[src/rtl/sitda_pkg.sv]
`default_nettype none

package sitda_pkg;

  // width of the signed value that is converted (8 to 64)
  localparam int unsigned VALUE_WIDTH = 64;

  // decimal digits needed for the largest magnitude, 2^(VALUE_WIDTH-1)
  localparam int unsigned NUM_DIGITS = ((VALUE_WIDTH - 1) * 30103) / 100000 + 1;
  localparam int unsigned BCD_WIDTH  = NUM_DIGITS * 4;

  localparam int unsigned BIT_CNT_W = (VALUE_WIDTH > 1) ? $clog2(VALUE_WIDTH) : 1;
  localparam int unsigned DIG_CNT_W = $clog2(NUM_DIGITS + 1);

  localparam int unsigned CHAR_WIDTH = 7;

  localparam logic [CHAR_WIDTH-1:0] ASCII_ZERO  = 7'd48;
  localparam logic [CHAR_WIDTH-1:0] ASCII_MINUS = 7'd45;

  // shift-and-add-3 correction
  localparam logic [3:0] DABBLE_LIMIT = 4'd5;
  localparam logic [3:0] DABBLE_ADD   = 4'd3;

  typedef struct packed {
    logic load;
    logic shift_bit;
    logic emit_sign;
    logic emit_digit;
    logic drop_digit;
    logic last;
  } sitda_cmd_t;

  typedef struct packed {
    logic neg;
    logic top_zero;
  } sitda_sts_t;

endpackage

`default_nettype wire

[src/rtl/signed_int_to_decimal_ascii.sv]
// Signed integer to decimal ASCII text. Each value transfer on the input
// channel yields its decimal text on the output channel, one character per
// transfer, most significant first: '-' for a negative value, then the digits
// with no leading zeros ("0" for zero); last_o marks the final character.
// Only the low VALUE_WIDTH bits of value_i are used (two's complement).
// Operation: one value is in work at a time. After the input transfer, the
// magnitude goes through a shift-and-add-3 binary to BCD converter, one bit
// per cycle; then a '-' is emitted for a negative value, leading zero digits
// are dropped and the remaining digits are emitted. Dropped and emitted digits
// always add up to NUM_DIGITS. The sign and digit steps wait while the output
// register still holds a character that the consumer has not taken.
// The last character sits in the output register while the next value is taken.
`default_nettype none

module signed_int_to_decimal_ascii (
  input  wire                                 clk_i,
  input  wire                                 rst_ni,
  // value channel
  input  wire                                 in_valid_i,
  output logic                                in_ready_o,
  input  wire logic signed [63:0]             value_i,
  // character channel
  output logic                                out_valid_o,
  input  wire                                 out_ready_i,
  output logic [sitda_pkg::CHAR_WIDTH-1:0]    character_o,
  output logic                                last_o
);
  import sitda_pkg::*;

  // command and status between sequencer and datapath
  sitda_cmd_t cmd;
  sitda_sts_t sts;

  // sequencer: conversion bit count, digit count, output valid
  sitda_ctrl u_ctrl (
    .clk_i       (clk_i),
    .rst_ni      (rst_ni),
    .in_valid_i  (in_valid_i),
    .in_ready_o  (in_ready_o),
    .out_valid_o (out_valid_o),
    .out_ready_i (out_ready_i),
    .sts_i       (sts),
    .cmd_o       (cmd)
  );

  // datapath: magnitude, BCD shift register, character output register
  sitda_dpath u_dpath (
    .clk_i       (clk_i),
    .value_i     (value_i),
    .cmd_i       (cmd),
    .sts_o       (sts),
    .character_o (character_o),
    .last_o      (last_o)
  );

endmodule

`default_nettype wire

[src/rtl/sitda_dpath.sv]
`default_nettype none

module sitda_dpath (
  input  wire                                 clk_i,
  input  wire logic [63:0]                    value_i,
  input  wire sitda_pkg::sitda_cmd_t          cmd_i,
  output sitda_pkg::sitda_sts_t               sts_o,
  output logic [sitda_pkg::CHAR_WIDTH-1:0]    character_o,
  output logic                                last_o
);
  import sitda_pkg::*;

  logic [VALUE_WIDTH-1:0] raw;
  logic [VALUE_WIDTH-1:0] raw_neg;
  logic [VALUE_WIDTH-1:0] mag_q;
  logic [BCD_WIDTH-1:0]   bcd_q;
  logic [BCD_WIDTH-1:0]   bcd_adj;
  logic [3:0]             top_digit;
  logic                   neg_q;
  logic [CHAR_WIDTH-1:0]  char_q;
  logic                   last_q;

  assign raw       = value_i[VALUE_WIDTH-1:0];
  assign raw_neg   = {VALUE_WIDTH{1'b0}} - raw;
  assign top_digit = bcd_q[BCD_WIDTH-1 -: 4];

  // add 3 to every digit of 5 or more before the next shift
  always_comb begin
    for (int i = 0; i < NUM_DIGITS; i++) begin
      if (bcd_q[4*i +: 4] >= DABBLE_LIMIT) begin
        bcd_adj[4*i +: 4] = bcd_q[4*i +: 4] + DABBLE_ADD;
      end else begin
        bcd_adj[4*i +: 4] = bcd_q[4*i +: 4];
      end
    end
  end

  always_ff @(posedge clk_i) begin
    if (cmd_i.load) begin
      neg_q <= raw[VALUE_WIDTH-1];
      mag_q <= raw[VALUE_WIDTH-1] ? raw_neg : raw;
      bcd_q <= '0;
    end else if (cmd_i.shift_bit) begin
      bcd_q <= {bcd_adj[BCD_WIDTH-2:0], mag_q[VALUE_WIDTH-1]};
      mag_q <= {mag_q[VALUE_WIDTH-2:0], 1'b0};
    end else if (cmd_i.emit_sign) begin
      char_q <= ASCII_MINUS;
      last_q <= 1'b0;
    end else if (cmd_i.emit_digit) begin
      char_q <= ASCII_ZERO + {3'b000, top_digit};
      last_q <= cmd_i.last;
      bcd_q  <= {bcd_q[BCD_WIDTH-5:0], 4'b0000};
    end else if (cmd_i.drop_digit) begin
      bcd_q  <= {bcd_q[BCD_WIDTH-5:0], 4'b0000};
    end
  end

  assign sts_o.neg      = neg_q;
  assign sts_o.top_zero = (top_digit == 4'd0);
  assign character_o    = char_q;
  assign last_o         = last_q;

endmodule

`default_nettype wire

[src/rtl/sitda_ctrl.sv]
`default_nettype none

module sitda_ctrl (
  input  wire                         clk_i,
  input  wire                         rst_ni,
  input  wire                         in_valid_i,
  output logic                        in_ready_o,
  output logic                        out_valid_o,
  input  wire                         out_ready_i,
  input  wire sitda_pkg::sitda_sts_t  sts_i,
  output sitda_pkg::sitda_cmd_t       cmd_o
);
  import sitda_pkg::*;

  typedef enum logic [2:0] {
    S_IDLE,
    S_CONV,
    S_SIGN,
    S_SKIP,
    S_EMIT
  } state_e;

  state_e                 state_q, state_d;
  logic [BIT_CNT_W-1:0]   bit_cnt_q, bit_cnt_d;
  logic [DIG_CNT_W-1:0]   dig_cnt_q, dig_cnt_d;
  logic                   out_valid_q, out_valid_d;
  logic                   slot_free;
  logic                   last_digit;

  assign slot_free  = !out_valid_q || out_ready_i;
  assign last_digit = (dig_cnt_q == DIG_CNT_W'(1));

  always_comb begin
    cmd_o       = '0;
    state_d     = state_q;
    bit_cnt_d   = bit_cnt_q;
    dig_cnt_d   = dig_cnt_q;
    out_valid_d = out_valid_q && !out_ready_i;
    case (state_q)
      S_IDLE: begin
        if (in_valid_i) begin
          cmd_o.load = 1'b1;
          bit_cnt_d  = BIT_CNT_W'(VALUE_WIDTH - 1);
          dig_cnt_d  = DIG_CNT_W'(NUM_DIGITS);
          state_d    = S_CONV;
        end
      end
      S_CONV: begin
        cmd_o.shift_bit = 1'b1;
        if (bit_cnt_q == '0) begin
          state_d = S_SIGN;
        end else begin
          bit_cnt_d = bit_cnt_q - BIT_CNT_W'(1);
        end
      end
      S_SIGN: begin
        if (!sts_i.neg) begin
          state_d = S_SKIP;
        end else if (slot_free) begin
          cmd_o.emit_sign = 1'b1;
          out_valid_d     = 1'b1;
          state_d         = S_SKIP;
        end
      end
      S_SKIP: begin
        if (sts_i.top_zero && !last_digit) begin
          cmd_o.drop_digit = 1'b1;
          dig_cnt_d        = dig_cnt_q - DIG_CNT_W'(1);
        end else begin
          state_d = S_EMIT;
        end
      end
      S_EMIT: begin
        if (slot_free) begin
          cmd_o.emit_digit = 1'b1;
          cmd_o.last       = last_digit;
          out_valid_d      = 1'b1;
          dig_cnt_d        = dig_cnt_q - DIG_CNT_W'(1);
          if (last_digit) begin
            state_d = S_IDLE;
          end
        end
      end
      default: begin
        state_d = S_IDLE;
      end
    endcase
  end

  always_ff @(posedge clk_i or negedge rst_ni) begin
    if (!rst_ni) begin
      state_q     <= S_IDLE;
      bit_cnt_q   <= '0;
      dig_cnt_q   <= '0;
      out_valid_q <= 1'b0;
    end else begin
      state_q     <= state_d;
      bit_cnt_q   <= bit_cnt_d;
      dig_cnt_q   <= dig_cnt_d;
      out_valid_q <= out_valid_d;
    end
  end

  assign in_ready_o  = (state_q == S_IDLE);
  assign out_valid_o = out_valid_q;

  // a new character only goes into a free output slot
  a_emit_slot_free: assert property (@(posedge clk_i) disable iff (!rst_ni)
    (cmd_o.emit_sign || cmd_o.emit_digit) |-> (!out_valid_q || out_ready_i))
    else $error("character emitted over a pending one");

  // an accepted value starts the conversion
  a_accept_conv: assert property (@(posedge clk_i) disable iff (!rst_ni)
    (in_valid_i && in_ready_o) |=> (state_q == S_CONV))
    else $error("accepted value did not start conversion");

  // the digit count never runs out while a value is in work
  a_dig_cnt_live: assert property (@(posedge clk_i) disable iff (!rst_ni)
    (state_q == S_SKIP || state_q == S_EMIT) |-> (dig_cnt_q != '0))
    else $error("digit count exhausted");

  // the final character ends the item
  a_last_to_idle: assert property (@(posedge clk_i) disable iff (!rst_ni)
    (cmd_o.emit_digit && cmd_o.last) |=> (state_q == S_IDLE && out_valid_q))
    else $error("last character did not end the item");

endmodule

`default_nettype wire

[config.mk]
export PLATFORM = sky130hd
export DESIGN_NAME = signed_int_to_decimal_ascii
export DESIGN_NICKNAME = d
export VERILOG_FILES = /design/src/rtl/sitda_pkg.sv /design/src/rtl/signed_int_to_decimal_ascii.sv /design/src/rtl/sitda_dpath.sv /design/src/rtl/sitda_ctrl.sv
export SDC_FILE = /design/constraint.sdc
export NUM_CORES = 1
export LEC_CHECK = 0
export BUFFER_PORTS_ARGS = -buffer_cell sky130_fd_sc_hd__buf_4
export CAP_MARGIN = 20
export CORE_ASPECT_RATIO = 1.4
export CORE_UTILIZATION = 60
export CTS_CLUSTER_SIZE = 30
export DETAILED_ROUTE_END_ITERATION = 16
export HOLD_SLACK_MARGIN = 0.06
export PLACE_DENSITY = 0.8
export SKIP_CTS_REPAIR_TIMING = 1
export SLEW_MARGIN = 20
export SYNTH_ARGS = -nofsm -noshare
export SYNTH_HDL_FRONTEND = slang
export SYNTH_SLANG_ARGS = --single-unit
[constraint.sdc]
create_clock -name clk_i -period 4 [get_ports clk_i]
set_clock_uncertainty 0.1 [all_clocks]
set_input_delay 0.6 -clock clk_i [delete_from_list [all_inputs] [get_ports clk_i]]
set_output_delay 0.6 -clock clk_i [all_outputs]
set_load 0.01 [all_outputs]
=== Word-level counts from Yosys, hierarchy flattened ===
Index checks and enable logic that the tools add are counted.

* Output and inout bits: 10
* Input port bits: 68
* Word-level logic and storage cells: 143
* Flip-flop bits (word level): 164

* Equality and inequality tests: 14
* Bitwise operators: 2
* Order comparisons: 19
* Reductions and logical operators: 19
* Add/sub/neg operators: 23
* Mux-type cells: 57

{| class="wikitable"
|+ Operators by type and width
! cell !! number
|-
| 76-bit two-way mux || 4
|-
| 64-bit two-way mux || 3
|-
| 4-bit by 3-bit >= comparator with 1-bit output (second input constant) || 19
|-
| 4-bit by 2-bit adder with 4-bit output (second input constant) || 18
|-
| 4-bit two-way mux || 18
|-
| 1-bit by 64-bit subtractor with 64-bit output (first input constant) || 1
|-
| 3-bit two-way mux || 8
|-
| 5-bit two-way mux || 3
|-
| 3-bit one-hot mux with 5 select lines || 1
|-
| 5-bit one-hot mux with 3 select lines || 1
|-
| 1-bit two-way mux || 14
|-
| 6-bit two-way mux || 2
|-
| 6-bit one-hot mux with 2 select lines || 1
|-
| 2-bit by 1-bit != test with 1-bit output (second input constant) || 5
|-
| 6-bit by 4-bit adder with 7-bit output (first input constant) || 1
|-
| 7-bit two-way mux || 1
|-
| 3-bit by 2-bit equality test with 1-bit output (second input constant) || 2
|-
| 6-bit zero test || 1
|-
| 2-bit != test (second input constant) || 3
|-
| 3-bit AND reduction || 2
|-
| 6-bit AND reduction || 1
|-
| 2-bit nonzero test || 3
|-
| 3-bit nonzero test || 2
|-
| 6-bit by 1-bit subtractor with 6-bit output (second input constant) || 1
|-
| 15 further kinds || 19
|}

=== Longest topological paths before layout ===
* Word-level depth: 9
* Mapped depth: 10
* Mapped depth without buffers: 8

=== Cells and area by module ===
From an unflattened synthesis, not the netlist that was laid out.

* Cell total of the unflattened synthesis: 1203
* Area, all modules: 10466.3 sq um

{| class="wikitable"
|+ Modules (own cells, without submodules)
! module !! times used !! sequential area each (sq um) !! area an instance (sq um) !! cells an instance
|-
| sitda_dpath || 1 || 3653.5 || 9534.1 || 1105
|-
| sitda_ctrl || 1 || 375.4 || 932.1 || 98
|}

=== Worst setup path after synthesis ===
OpenSTA, ideal clock, no wires.

* Path kind: reg2reg
* From: reg u_ctrl.state_q[1]
* To: reg u_dpath.mag_q[0] (enable)
* Path buffers: 4
* Stages on the path, launching flop included: 7
* Data required time: 3.207 ns
* Period minus slack after synthesis: 3.417 ns
* Arrival: 2.624 ns
* Setup slack: 0.583 ns
* Library setup time: 0.693 ns
* Cell sequence: dfrtp_1 clkbuf_1 or3b_1 clkbuf_1 clkbuf_1 clkbuf_1 nand2_1

* Longest elaborated chain between the ends: 3
* Elaborated cells on any way between the ends: 5
* Classes of those cells: eq/ne: 1; mux: 2; reduce/logical: 2

{| class="wikitable"
|+ Ends and longest elaborated chain
! element !! RTL line !! text
|-
| start: declaration || sitda_ctrl.sv:23 || <nowiki>state_e state_q, state_d;</nowiki>
|-
| start signal: assignment || sitda_ctrl.sv:97 || <nowiki>state_q <= state_d;</nowiki>
|-
| 3-bit by 1-bit equality test with 1-bit output / 3-bit zero test (equally long branches) || sitda_ctrl.sv:39 || <nowiki>case (state_q)</nowiki>
|-
| 1-bit two-way mux || sitda_ctrl.sv:39 ||
|-
| 2-bit nonzero test (no source line) (*) || -- ||
|-
| end signal: assignment || sitda_dpath.sv:41 || <nowiki>mag_q <= raw[VALUE_WIDTH-1] ? raw_neg : raw;</nowiki>
|-
| end signal: assignment || sitda_dpath.sv:45 || <nowiki>mag_q <= {mag_q[VALUE_WIDTH-2:0], 1'b0};</nowiki>
|-
| end: declaration || sitda_dpath.sv:15 || <nowiki>logic [VALUE_WIDTH-1:0] mag_q;</nowiki>
|}

Every way passes the cells marked *; elsewhere a longest branch is shown, timed or not.
A chain may end at the register's enable or synchronous reset.

=== Worst setup path in the final report ===
* From: reg u_ctrl.dig_cnt_q[1]
* To: reg u_dpath.bcd_q[21]

* Longest elaborated chain between the ends: 7

{| class="wikitable"
|+ Ends and longest elaborated chain
! element !! RTL line !! text
|-
| start: declaration || sitda_ctrl.sv:25 || <nowiki>logic [DIG_CNT_W-1:0] dig_cnt_q, dig_cnt_d;</nowiki>
|-
| start signal: assignment || sitda_ctrl.sv:99 || <nowiki>dig_cnt_q <= dig_cnt_d;</nowiki>
|-
| 5-bit by 1-bit equality test with 1-bit output || sitda_ctrl.sv:31 || <nowiki>assign last_digit = (dig_cnt_q == DIG_CNT_W'(1));</nowiki>
|-
| 1-bit zero test || sitda_ctrl.sv:66 || <nowiki>if (sts_i.top_zero && !last_digit) begin</nowiki>
|-
| 1-bit logical AND || sitda_ctrl.sv:66 ||
|-
| 1-bit two-way mux || sitda_ctrl.sv:66 ||
|-
| 1-bit two-way mux || sitda_ctrl.sv:39 ||
|-
| 3-bit nonzero test (no source line) || -- ||
|-
| 2-bit AND reduction (no source line) || -- ||
|-
| end signal: assignment || sitda_dpath.sv:44 || <nowiki>bcd_q <= {bcd_adj[BCD_WIDTH-2:0], mag_q[VALUE_WIDTH-1]};</nowiki>
|-
| end signal: assignment || sitda_dpath.sv:52 || <nowiki>bcd_q <= {bcd_q[BCD_WIDTH-5:0], 4'b0000};</nowiki>
|-
| end signal: assignment || sitda_dpath.sv:54 || <nowiki>bcd_q <= {bcd_q[BCD_WIDTH-5:0], 4'b0000};</nowiki>
|-
| end: declaration || sitda_dpath.sv:16 || <nowiki>logic [BCD_WIDTH-1:0] bcd_q;</nowiki>
|}

No other way between the ends.

==> metrics.md <==
| Metric | Value |
|---|---|
| Status | `complete, no violations` |
| Fraction of registers with async set/reset | `9.26%` |
| Clock transition at path regs | `60 ps` |
| Final HPWL DP | `14500 um` |
| Multi-input gate area | `5550 sq um` |
| Max-slew headroom | `43.6%` |
| CTS sink cnt | `162` |
| Initial antenna violation count | `0` |
| CTS Buffer Depth | `2` |
| NetSw | `3.99 mW` |
| Clk root buf | `clkbuf_16` |
| Total GRT Usage | `25.3%` |
| Synthesized instance count | `1160` |
| GPL Wtd Cong | `0.897` |
| CP Capture Point | `u_dpath.bcd_q[21]` |
| FF/Latch Area | `4030 sq um` |
| Data required time of the worst path | `4230 ps` |
| Most crowded layer after global routing | `met2` |
| Cell Area, Synth | `10200 sq um` |
| Num CTS Buffers | `17` |
| Pwr/cell area | `848 nW/um^2` |
| CP arrival | `3190 ps` |
| Largest net degree at the start of global routing | `80` |
| EDFF count, synth | `71` |
| Reg2Reg Capture Point | `u_dpath.bcd_q[21]` |
| Worst-Margin Slew | `843 ps` |
| Die area | `17500 sq um` |
| Final WL | `21500 um` |
| Fill cells | `1310` |
| Avg Cell Area, Syn | `8.76 sq um` |
| Fin Setup TNS | `0 ps` |
| CP peak stage delay | `510 ps` |
| Lkg Pwr | `4.35 nW` |
| Cell Chain, Critical Path | `inv_1 -> ha_1 -> or4b_1 -> nand4_1 -> nand2_2 -> buf_4 -> nor2_1 -> a21oi_1 -> a211oi_1` |
| I/O pin cnt | `78` |
| Worst vdd ir | `0.469 mV` |
| Clk_lat worst skew | `430 ps` |
| Iter 0 DRT Violations | `446` |
| Critical path class | `flip-flop to flip-flop` |
| Critical path startpoint category | `flip-flop` |
| Layout cells sized above 1 | `12.0%` |
| Mapped Nets | `1271` |
| Slew Viols, Final | `0` |
| Tmin final | `2970 ps` |
| TritonRoute pass-1 iters | `5` |
| Core ar. | `16400 sq um` |
| IO Port Bufs | `75` |
| RSZ-0062 raised after global routing | `false` |
| Met3 usage | `4.51%` |
| Primary FF master, synth | `dfxtp_1` |
| Synth top cells by count | `nor2_1 (113), nand2_1 (97), clkbuf_1 (76), dfxtp_1 (76), o21ai_0 (73)` |
| CTS tree | `built` |
| Cell family with most CP delay | `simple AND/OR/NAND/NOR gates` |
| First-pass GRT wire length | `36500 um` |
| Fin. Hold Viols | `0` |
| Worst setup path start | `u_ctrl.dig_cnt_q[1]` |
| Drc violations | `0` |
| Fmax | `337 MHz` |
| Worst R2R Start | `u_ctrl.dig_cnt_q[1]` |
| Final antenna-violating net count | `0` |
| DR WL/cell | `15.4 um` |
| Area Growth Syn to Fin | `11.8%` |
| Post-synthesis sequential area ratio | `39.7%` |
| Top cell type's share of synthesized area | `21.0%` |
| R2R setup slack | `1030 ps` |
| Via Count | `8462` |
| Global Route met1 Usage | `29.4%` |
| Combinational power share | `45.8%` |
| Met2 GRT Util | `46.9%` |
| R2R cell count | `9` |
| Die Ht | `156 um` |
| Worst-path maximum fanout | `39` |
| Vias in the first global route | `8129` |
| Critical path's slowest cell | `or4b_1` |
| Synth top area cells | `edfxtp_1 (21%), dfxtp_1 (15%), xor2_1 (5.4%), a211oi_1 (5.3%), ha_1 (5.3%)` |
| Largest area contributor in the netlist | `edfxtp_1` |
| CP Depth | `9` |
| Clk pwr share | `17.4%` |
| HP Class | `flip-flop to flip-flop` |
| Initial Util | `62.0%` |
| Nets | `1294` |
| Period utilisation layout | `74.1%` |
| Row count | `55` |
| Synth cell types | `59` |
| Final hold slack | `402 ps` |
| Endpoints failing setup | `0` |
| Switching power share of the total | `41.5%` |
| Via/cell ratio | `6.07` |
| Total chip power | `9.63 mW` |
| Synthesized flop and latch total | `162` |
| Top-count cell post-synth | `nor2_1` |
| Buf/Inv on CP | `2` |
| Worst Setup End Kind | `flip-flop` |
| N_diodes | `0` |
| Max-cap violation count | `0` |
| H-tree lvl count | `4` |
| Sequential power share | `36.8%` |
| Grt ovf | `0` |
| Synthesis warning total | `0` |
| Internal | `5.64 mW` |
| DIE WIDTH | `112 um` |
## stage by stage
stage / utilization [%] / instances / instance area, sq um / setup slack [ps]
global placement: 65.6 / 1362 / 10700 / 713
global route: 69.4 / 1395 / 11400 / 816
CTS: 69.3 / 1394 / 11300 / 1020
detailed placement: 65.6 / 1362 / 10700 / 652
floorplan: - / 1160 / 10200 / 583
finish: 69.4 / 1395 / 11400 / 1030
## power by group through the flow
| stage | Sequential (mW) | Clock [mW] | Combinational, mW |
|---|---|---|---|
| 2_1_floorplan | 3.23 | 0 | 3.71 |
| 6_report | 3.54 | 1.67 | 4.41 |
| 3_5_place_dp | 3.55 | 0 | 4.41 |
| 5_1_grt | 3.66 | 1.76 | 5.01 |
| 4_1_cts | 3.53 | 1.69 | 4.45 |
| 3_3_place_gp | 3.52 | 0 | 4.27 |
## cells by family after synthesis
family	count (synthesis)	share of synthesized area, %
XOR/XNOR	86	7.41
AO/OA/AOI/OAI	367	24.0
buffers and inverters	152	5.86
adder cells (fa/ha/maj)	43	5.30
AND/OR/NAND/NOR	326	15.5
other	2	0.0739
multiplexers	22	2.18
flip-flops	162	39.7
## per-layer routing
| layer | wire (um) | share of wire (%) | vias up |
|---|---|---|---|
| met5 | 0 | 0 | - |
| met1 | 9050 | 42 | 4001 |
| met3 | 777 | 3.6 | 37 |
| li1 | - | - | 4257 |
| met4 | 352 | 1.6 | 0 |
| met2 | 11300 | 53 | 167 |
## cells in the final DEF, fill, tap and decap left out, drive strengths merged, types with 63 or more instances in the layout
master / count
o21ai: 102
a211oi: 72
inv: 66
edfxtp: 71
buf: 89
nor2: 113
xor2: 63
nand2: 97
dfxtp: 76
a21oi: 64
## sequential cells by signal (all words and copies together), names as in the netlist
signal,cells
u_ctrl.bit_cnt_q,6
u_ctrl.dig_cnt_q,5
u_ctrl.out_valid_o,1
u_ctrl.state_q,3
u_dpath.bcd_q,76
u_dpath.character_o,5
u_dpath.last_o,1
u_dpath.mag_q,64
u_dpath.neg_q,1
## worst reg2reg max path, cell delays in order (launching register included)
cell and delay (ps):
dfrtp_1 390, inv_1 80, ha_1 130, or4b_1 510, nand4_1 230, nand2_2 510
buf_4 480, nor2_1 130, a21oi_1 50, a211oi_1 260
## area by class of cell
cell class,instances,share of cell area (%)
flip-flops and latches,162,35.5
well taps,199,2.19
multi-input cells,846,48.9
repair buffers,90,5.97
clock inverters,12,1.44
inverters,66,2.18
clock buffers,20,3.84
## worst min path at each step
stage | to | start | cells after the start | slack, ps
6_report | u_dpath.bcd_q[0] | u_dpath.mag_q[63] | 2 | 400
5_1_grt | u_dpath.mag_q[0] | value_i[0] | 3 | 420
4_1_cts | u_ctrl.out_valid_o | rst_ni | 1 | -80
3_5_place_dp | u_ctrl.out_valid_o | rst_ni | 1 | 370
3_3_place_gp | u_dpath.bcd_q[0] | u_dpath.mag_q[63] | 2 | 360
2_1_floorplan | u_ctrl.bit_cnt_q[0] | rst_ni | 0 | 200
Note: power is estimated with default switching activity, not from simulation.
